### src/rtl/core/dms_pkg.sv
`timescale 1ns / 1ps
// ----------------------------------------------------------------------------
// dms_pkg: shared types and constants of the tissue signal model core.
// Fixed-point constants, sequencer states and requests to the arithmetic units.
// ----------------------------------------------------------------------------
package dms_pkg;

    localparam int unsigned CP_W      = 32;
    localparam int unsigned SIG_W     = 32;
    localparam int unsigned SUM_W     = 48;
    localparam int unsigned IDX_W     = 10;
    localparam int unsigned CFG_IDX_W = 3;
    localparam int unsigned CFG_DAT_W = 48;
    localparam int unsigned DIVS_W    = 33;

    localparam logic [63:0] ONE_Q60      = 64'h1000_0000_0000_0000;
    localparam logic [63:0] X_ZERO_LIMIT = 64'd24 << 32;
    localparam logic [4:0]  EXP_TERMS    = 5'd20;
    localparam logic [31:0] SIGNAL_ONE   = 32'h0100_0000;
    localparam logic [IDX_W-1:0] PRE_COUNT_MAX = 10'd1023;

    // Register indexes on the configuration channel.
    localparam logic [CFG_IDX_W-1:0] REG_DECAY     = 3'd0;
    localparam logic [CFG_IDX_W-1:0] REG_SUM_GAIN  = 3'd1;
    localparam logic [CFG_IDX_W-1:0] REG_NOW_GAIN  = 3'd2;
    localparam logic [CFG_IDX_W-1:0] REG_BASE_RATE = 3'd3;
    localparam logic [CFG_IDX_W-1:0] REG_COS_FLIP  = 3'd4;
    localparam logic [CFG_IDX_W-1:0] REG_SCALE     = 3'd5;
    localparam logic [CFG_IDX_W-1:0] REG_PRE_COUNT = 3'd6;

    typedef enum logic [1:0] {
        SH_24,
        SH_32,
        SH_40,
        SH_60
    } shift_t;

    typedef struct packed {
        logic   start;
        shift_t sh;
    } mul_req_t;

    typedef struct packed {
        logic busy;
        logic done;
    } unit_stat_t;

    typedef enum logic [3:0] {
        ST_IDLE,
        ST_XS_MUL,
        ST_XN_MUL,
        ST_EXP_INIT,
        ST_EXP_MUL,
        ST_EXP_DIV,
        ST_POW_MUL,
        ST_DEN_MUL,
        ST_RATIO,
        ST_RATIO_DIV,
        ST_SIG_MUL,
        ST_SUM_MUL,
        ST_DONE
    } state_t;

endpackage

### src/rtl/core/dms_mul.sv
`timescale 1ns / 1ps
// ----------------------------------------------------------------------------
// dms_mul: shared 64x64 multiplier with right shift and saturation.
// Four 32x32 partial products go through one multiplier, one per cycle.
// ----------------------------------------------------------------------------
module dms_mul import dms_pkg::*; (
    input  logic        aclk,
    input  logic        aresetn,
    input  mul_req_t    req,
    input  logic [63:0] op_a,
    input  logic [63:0] op_b,
    output unit_stat_t  stat,
    output logic [63:0] result
);

    logic [2:0]   cnt_reg, cnt_next;
    logic         busy_reg, busy_next;
    logic         done_reg, done_next;
    logic [63:0]  a_reg, a_next, b_reg, b_next;
    shift_t       sh_reg, sh_next;
    logic [63:0]  prod_reg, prod_next;
    logic [127:0] acc_reg, acc_next;
    logic [31:0]  ma, mb;
    logic [127:0] addend;
    logic [127:0] shifted;

    always_comb begin
        case (cnt_reg[1:0])
            2'd0: begin ma = a_reg[31:0];  mb = b_reg[31:0];  end
            2'd1: begin ma = a_reg[31:0];  mb = b_reg[63:32]; end
            2'd2: begin ma = a_reg[63:32]; mb = b_reg[31:0];  end
            default: begin ma = a_reg[63:32]; mb = b_reg[63:32]; end
        endcase
        // Offset of the product taken in the previous cycle.
        case (cnt_reg)
            3'd1: addend = {64'd0, prod_reg};
            3'd2: addend = {32'd0, prod_reg, 32'd0};
            3'd3: addend = {32'd0, prod_reg, 32'd0};
            3'd4: addend = {prod_reg, 64'd0};
            default: addend = 128'd0;
        endcase
    end

    always_comb begin
        cnt_next  = cnt_reg;
        busy_next = busy_reg;
        done_next = 1'b0;
        a_next    = a_reg;
        b_next    = b_reg;
        sh_next   = sh_reg;
        prod_next = prod_reg;
        acc_next  = acc_reg;
        if (req.start) begin
            a_next    = op_a;
            b_next    = op_b;
            sh_next   = req.sh;
            acc_next  = 128'd0;
            cnt_next  = 3'd0;
            busy_next = 1'b1;
        end else if (busy_reg) begin
            prod_next = {32'd0, ma} * {32'd0, mb};
            acc_next  = acc_reg + addend;
            cnt_next  = cnt_reg + 3'd1;
            if (cnt_reg == 3'd4) begin
                busy_next = 1'b0;
                done_next = 1'b1;
            end
        end
    end

    always_ff @(posedge aclk) begin
        if (!aresetn) begin
            busy_reg <= 1'b0;
            done_reg <= 1'b0;
            cnt_reg  <= 3'd0;
        end else begin
            busy_reg <= busy_next;
            done_reg <= done_next;
            cnt_reg  <= cnt_next;
        end
        a_reg    <= a_next;
        b_reg    <= b_next;
        sh_reg   <= sh_next;
        prod_reg <= prod_next;
        acc_reg  <= acc_next;
    end

    always_comb begin
        case (sh_reg)
            SH_24:   shifted = acc_reg >> 24;
            SH_32:   shifted = acc_reg >> 32;
            SH_40:   shifted = acc_reg >> 40;
            default: shifted = acc_reg >> 60;
        endcase
        result = (shifted[127:64] != 64'd0) ? {64{1'b1}} : shifted[63:0];
    end

    assign stat.busy = busy_reg;
    assign stat.done = done_reg;

endmodule

### config.mk
export PLATFORM = sky130hd
export DESIGN_NAME = dms_mul
export DESIGN_NICKNAME = d
export VERILOG_FILES = /design/src/rtl/core/dms_pkg.sv /design/src/rtl/core/dms_mul.sv
export SDC_FILE = /design/constraint.sdc
export NUM_CORES = 2
export LEC_CHECK = 0
export BUFFER_PORTS_ARGS = -buffer_cell sky130_fd_sc_hd__buf_2
export CAP_MARGIN = 10
export CORE_UTILIZATION = 35
export DETAILED_ROUTE_END_ITERATION = 8
export HOLD_SLACK_MARGIN = 0.12
export PLACE_DENSITY = 0.6
export SLEW_MARGIN = 0
export SYNTH_ARGS = -nofsm -noshare
export SYNTH_HDL_FRONTEND = slang
export SYNTH_SLANG_ARGS = --single-unit
### constraint.sdc
create_clock -name aclk -period 9.3 [get_ports aclk]
set_input_delay 0.93 -clock aclk [delete_from_list [all_inputs] [get_ports aclk]]
set_output_delay 0.93 -clock aclk [all_outputs]
set_load 0.05 [all_outputs]
Word-level counts from Yosys, hierarchy flattened:

Index checks and enable logic that the tools add are counted.

* add/subtract/negate cells: 2
* multipliers: 1
* div/mod/pow operators: 0
* $lt $le $gt $ge: 0
* eq/ne operators: 8
* shift-type cells: 0
* muxes and demuxes: 9
* bitwise logic cells: 3
* reduce and logical (&&, ||, !) cells: 9

Operator list (count)
* $pmux W128 S3: 1
* $pmux W104 S3: 1
* $add A128 B128 Y128: 1
* $mul A32 B32 Y64: 1
* $mux W32: 2
* $mux W64: 1
* $reduce_bool A64 Y1: 1
* $reduce_or A2 Y1: 4
* $eq A3 B2 Y1 const B: 2
* $eq A2 B1 Y1 const B: 2
* $eq A2 B2 Y1 const B: 2
* $logic_not A2 Y1: 2
* $mux W1: 4
* $add A3 B1 Y3 const B: 1
* $eq A3 B1 Y1 const B: 1
* $eq A3 B3 Y1 const B: 1
* $not A1 Y1: 3
* $reduce_or A3 Y1: 1
* $reduce_and A2 Y1: 1

* register bits: 327
* latch bits: 0
* memory bits (writable): 0
* bits in read-only memories: 0
* bits of input ports: 133
* word-level logic and storage cells: 40
* memories: 0

Longest topological paths before layout:

* depth in word-level cells: 4
* gate-level depth with buffers: 38
* gate-level depth less buffers: 34

Least setup slack after synthesis:

Ideal clock, no wire load.

* path kind: flip-flop to flip-flop
* from: register cnt_reg[0]
* to: register prod_reg[57], data pin
* setup time: 0.259 ns
* arrival time: 9.172 ns
* setup slack: -0.132 ns
* stages on the path, launching flop included: 34
* buffers on the path: 4
* clock period less this slack: 9.432 ns
* cells stage by stage: dfxtp_1 -> inv_1 -> ha_1 -> clkbuf_1 -> nor2_1 -> clkbuf_1 -> mux2i_1 -> clkbuf_1 -> nor2_1 -> fa_1 -> fa_1 -> fa_1 -> inv_1 -> fa_1 -> inv_1 -> fa_1 -> inv_1 -> fa_1 -> inv_1 -> fa_1 -> fa_1 -> ha_1 -> clkbuf_1 -> and3_1 -> a221o_1 -> a21oi_1 -> o31ai_1 -> a21oi_2 -> o31ai_1 -> a311o_1 -> a2111oi_1 -> o31ai_1 -> a21oi_1 -> xnor2_1

* word-level cells in the longest chain between the ends: 4
* elaborated cells between the ends (all ways): 8
* classes of those cells: mul: 1; eq/ne: 2; mux: 2; reduce/logical: 3

RTL lines
* start: declaration: RTL line dms_mul.sv:16 `logic [2:0] cnt_reg, cnt_next;`
* start signal: assignment: RTL line dms_mul.sv:79 `cnt_reg <= cnt_next;`
* $eq A2 B1 Y1, or another cell as far along: RTL line dms_mul.sv:28 `case (cnt_reg[1:0])`
* $reduce_or A2 Y1 (no line)
* $mux W32: RTL line dms_mul.sv:28
* $mul A32 B32 Y64 *: RTL line dms_mul.sv:61 `prod_next = {32'd0, ma} * {32'd0, mb};`
* end signal: assignment: RTL line dms_mul.sv:84 `prod_reg <= prod_next;`
* end: declaration: RTL line dms_mul.sv:21 `logic [63:0] prod_reg, prod_next;`

Every way passes the cells marked *; elsewhere a longest branch is shown, timed or not.
A chain may end at the register's enable or synchronous reset.

Worst setup path after layout:

* from: register cnt_reg[1]
* to: register prod_reg[63], data pin

Same word-level chain as after synthesis.

==> out/qor.yml <==
logic_synthesis:
  synth_edf_count: 194
  avgSynthCellArea_um2: 9.05
  ys_warn_count: 0
  synthMuxAreaShare: 0.0618
  netlist.area_leader.share: 0.329
  synth_area_um2: 54600
  ys_async_sr_fraction: 0
  yosysUniqueCellTypes: 82
  synth_compound_area_frac: 0.101
  ys_seq_area_frac: 0.155
  synth_largest_area_cell: "fa_1"
  syn_nets: 7461
  synth_common_cells: "inv_1, fa_1, nor2_1, nand2_1, ha_1"
  synth_xor_area_frac: 0.0281
  synthFlopType: "edfxtp_1"
  synth_simple_gate_area_share: 0.147
  yosysMostFrequentCell: "inv_1"
  synth_top_family_by_area: "adder cells"
  ys_ff_latch: 327
  syn_inst: 6036
  synthAdderAreaFrac: 0.419
  synth_area_leaders: "fa_1, edfxtp_1, ha_1, inv_1, nor2_1"
timing:
  fin_skew_ns: 0.0232
  finalSetupViolations: 0
  post-route-period-util: 0.984
  max-slew-margin-rel: 0.125
  max_freq_mhz: 109
  period_needed_ns: 9.15
  finalHoldViolations: 0
  worst_pin_slew_ns: 1.30
  maxSlewViolCount: 0
clock_network:
  cts-buffers-inserted: 36
  cts_root_buffer: "clkbuf_16"
  cts_hold_buf: 0
  cts_sinks: 327
  cts_max_level: 2
  tritoncts: "done"
  clk_pin_slew_ns: 0.06
  clk_latency_ns: 0.61
  cts_buffer_depth: 3
global_route:
  track_usage: 0.251
  antenna_found_initial: 4
  grt_pass1_vias: 45500
  grt_start_max_net_pins: 81
  grt_pass1_wl_um: 295000
  overflow: 0
route:
  firstDrtPassIters: 8
  vias: 45000
  drtIter0Drc: 4022
  wl_um: 201000
  via_per_inst: 5.43
  wl_per_cell_um: 24.2
  drtAntennaViolNets: 0
  drcViolationCount: 34
finish:
  design_area_um2: 61400
  final_nets: 7639
  fill_cells: 15300
  largest_register_ffs: 128
  area_growth_pct: 12.5
  drive_above_1_share: 0.133
floorplanning:
  floorplan.die.height_um: 397
  num_rows: 144
  die_w_um: 397
  ios: 199
  die_area_um2: 158000
  coreArea_um2: 154000
  start_util: 0.354
placed_design:
  dpl.hpwl_um: 165000
  placed_area_um2: 59600
  gp_congestion: 0.985
  port-buffer-count: 198
hold_path:
  min_from: "acc_reg[1]"
  hp-class: "register to register"
  min_to: "acc_reg[1]"
  min_path_cells: 2
run:
  maxCapViolCount: 0
critical_path:
  critical_path_class: "register to register"
  timing.rr.start: "cnt_reg[1]"
  worstPathRequired_ns: 9.65
  slowest_stage: "fa_1"
  arrival_ns: 9.50
  endpoint_kind: "register"
  reg2reg_setup_slack_ns: 0.15
  reg2regPathDepth: 31
  cpPeakStageDelay_ns: 0.53
  r2r-end: "prod_reg[63]"
  crit_path_start_kind: "register"
  crit_fanout: 17
  cpMostUsedCell: "fa_1"
run_status:
  failed_checks: "DRC"
  outcome: "complete, but fails checks"
==> cell type report <==
class	count	area (um^2)	share of cell area
clock buffer	45	945	0.0154
multi-input combinational	4435	41800	0.680
clock inverter	19	298	0.00485
sequential	327	8490	0.138
antenna	2	5.00	0.0000815
inverter	943	3540	0.0576
tap	2044	2560	0.0416
timing repair buffer	471	3810	0.0620
==> cell families (layout without fill, tap and decap cells) <==
family / Yosys count / after routing
multiplexers: 249 / 249
AO/OA/AOI/OAI: 851 / 851
AND/OR/NAND/NOR: 1868 / 1868
other: 0 / 2
flip-flops: 327 / 327
buffers and inverters: 1274 / 1478
adder cells (fa/ha/maj): 1292 / 1292
XOR/XNOR: 175 / 175
==> worst max-delay path by stage <==
| stage | startpoint | endpoint | slack, ns | cells after the start |
|---|---|---|---|---|
| global route | cnt_reg[1] | prod_reg[63] | -0.07 | 33 |
| floorplan | cnt_reg[0] | prod_reg[57] | 0.13 | 33 |
| global placement | cnt_reg[0] | prod_reg[63] | -0.11 | 34 |
| finish | cnt_reg[1] | prod_reg[63] | 0.15 | 31 |
| CTS | cnt_reg[0] | prod_reg[63] | 0.003 | 37 |
| detailed placement | cnt_reg[0] | prod_reg[63] | -0.13 | 34 |
==> worst max-delay path: cells and delay by family (launching register included) <==
kind / cells / cell delay [ns]
AO/OA/AOI/OAI: 9 / 1.56
XOR/XNOR: 1 / 0.08
AND/OR/NAND/NOR: 4 / 0.75
multiplexers: 1 / 0.42
buffers and inverters: 6 / 1.27
adder cells (fa/ha/maj): 10 / 4.38
flip-flops: 1 / 0.38
==> through the flow <==
step            util  setup TNS (ns)  std cells  setup slack (ns)  hold slack (ns)
6_report       0.398               0       8286             0.151            0.501
5_1_grt        0.398         -0.0836       8284           -0.0728            0.480
4_1_cts        0.394               0       8265           0.00348            0.472
3_5_place_dp   0.386          -0.129       8201            -0.129            0.488
3_3_place_gp   0.386          -0.111       8201            -0.111            0.475
2_1_floorplan      -               0       6036             0.130            0.452
==> layout by cell type, fill, tap and decap left out, drive strengths merged, types with 24 or more instances in the layout <==
| master | count |
|---|---|
| and3 | 42 |
| mux2 | 63 |
| o21bai | 64 |
| and2 | 47 |
| xnor2 | 114 |
| a31oi | 25 |
| ha | 395 |
| o31ai | 27 |
| a21o | 87 |
| a211oi | 25 |
| nor2 | 787 |
| o21a | 24 |
| fa | 897 |
| inv | 945 |
| xor2 | 61 |
| o21ai | 170 |
| nand4 | 89 |
| edfxtp | 194 |
| a22o | 66 |
| nand2 | 664 |
| mux4 | 64 |
| clkbuf | 53 |
| a21oi | 274 |
| buf | 463 |
| or2 | 82 |
| nor3 | 46 |
| mux2i | 122 |
| nand3 | 27 |
| dfxtp | 133 |
==> what timing repair did <==
action,CTS,global route
setup endpoints to repair,1,15
cloned,0,7
resized for setup,3,59
buffers inserted,0,12
pin swaps,0,5
==> metal layers <==
metal  up-vias  wire (um)  global-route usage
li1      19800          -                   -
met1     22500      85200               0.345
met2      2246      87800               0.389
met3       397      18000              0.0442
met4         2       9600               0.102
met5         -         20                   0
Power is left out: the tool's default activity adds up to more than one toggle a clock period on the data nets, which glitch-free logic cannot reach.
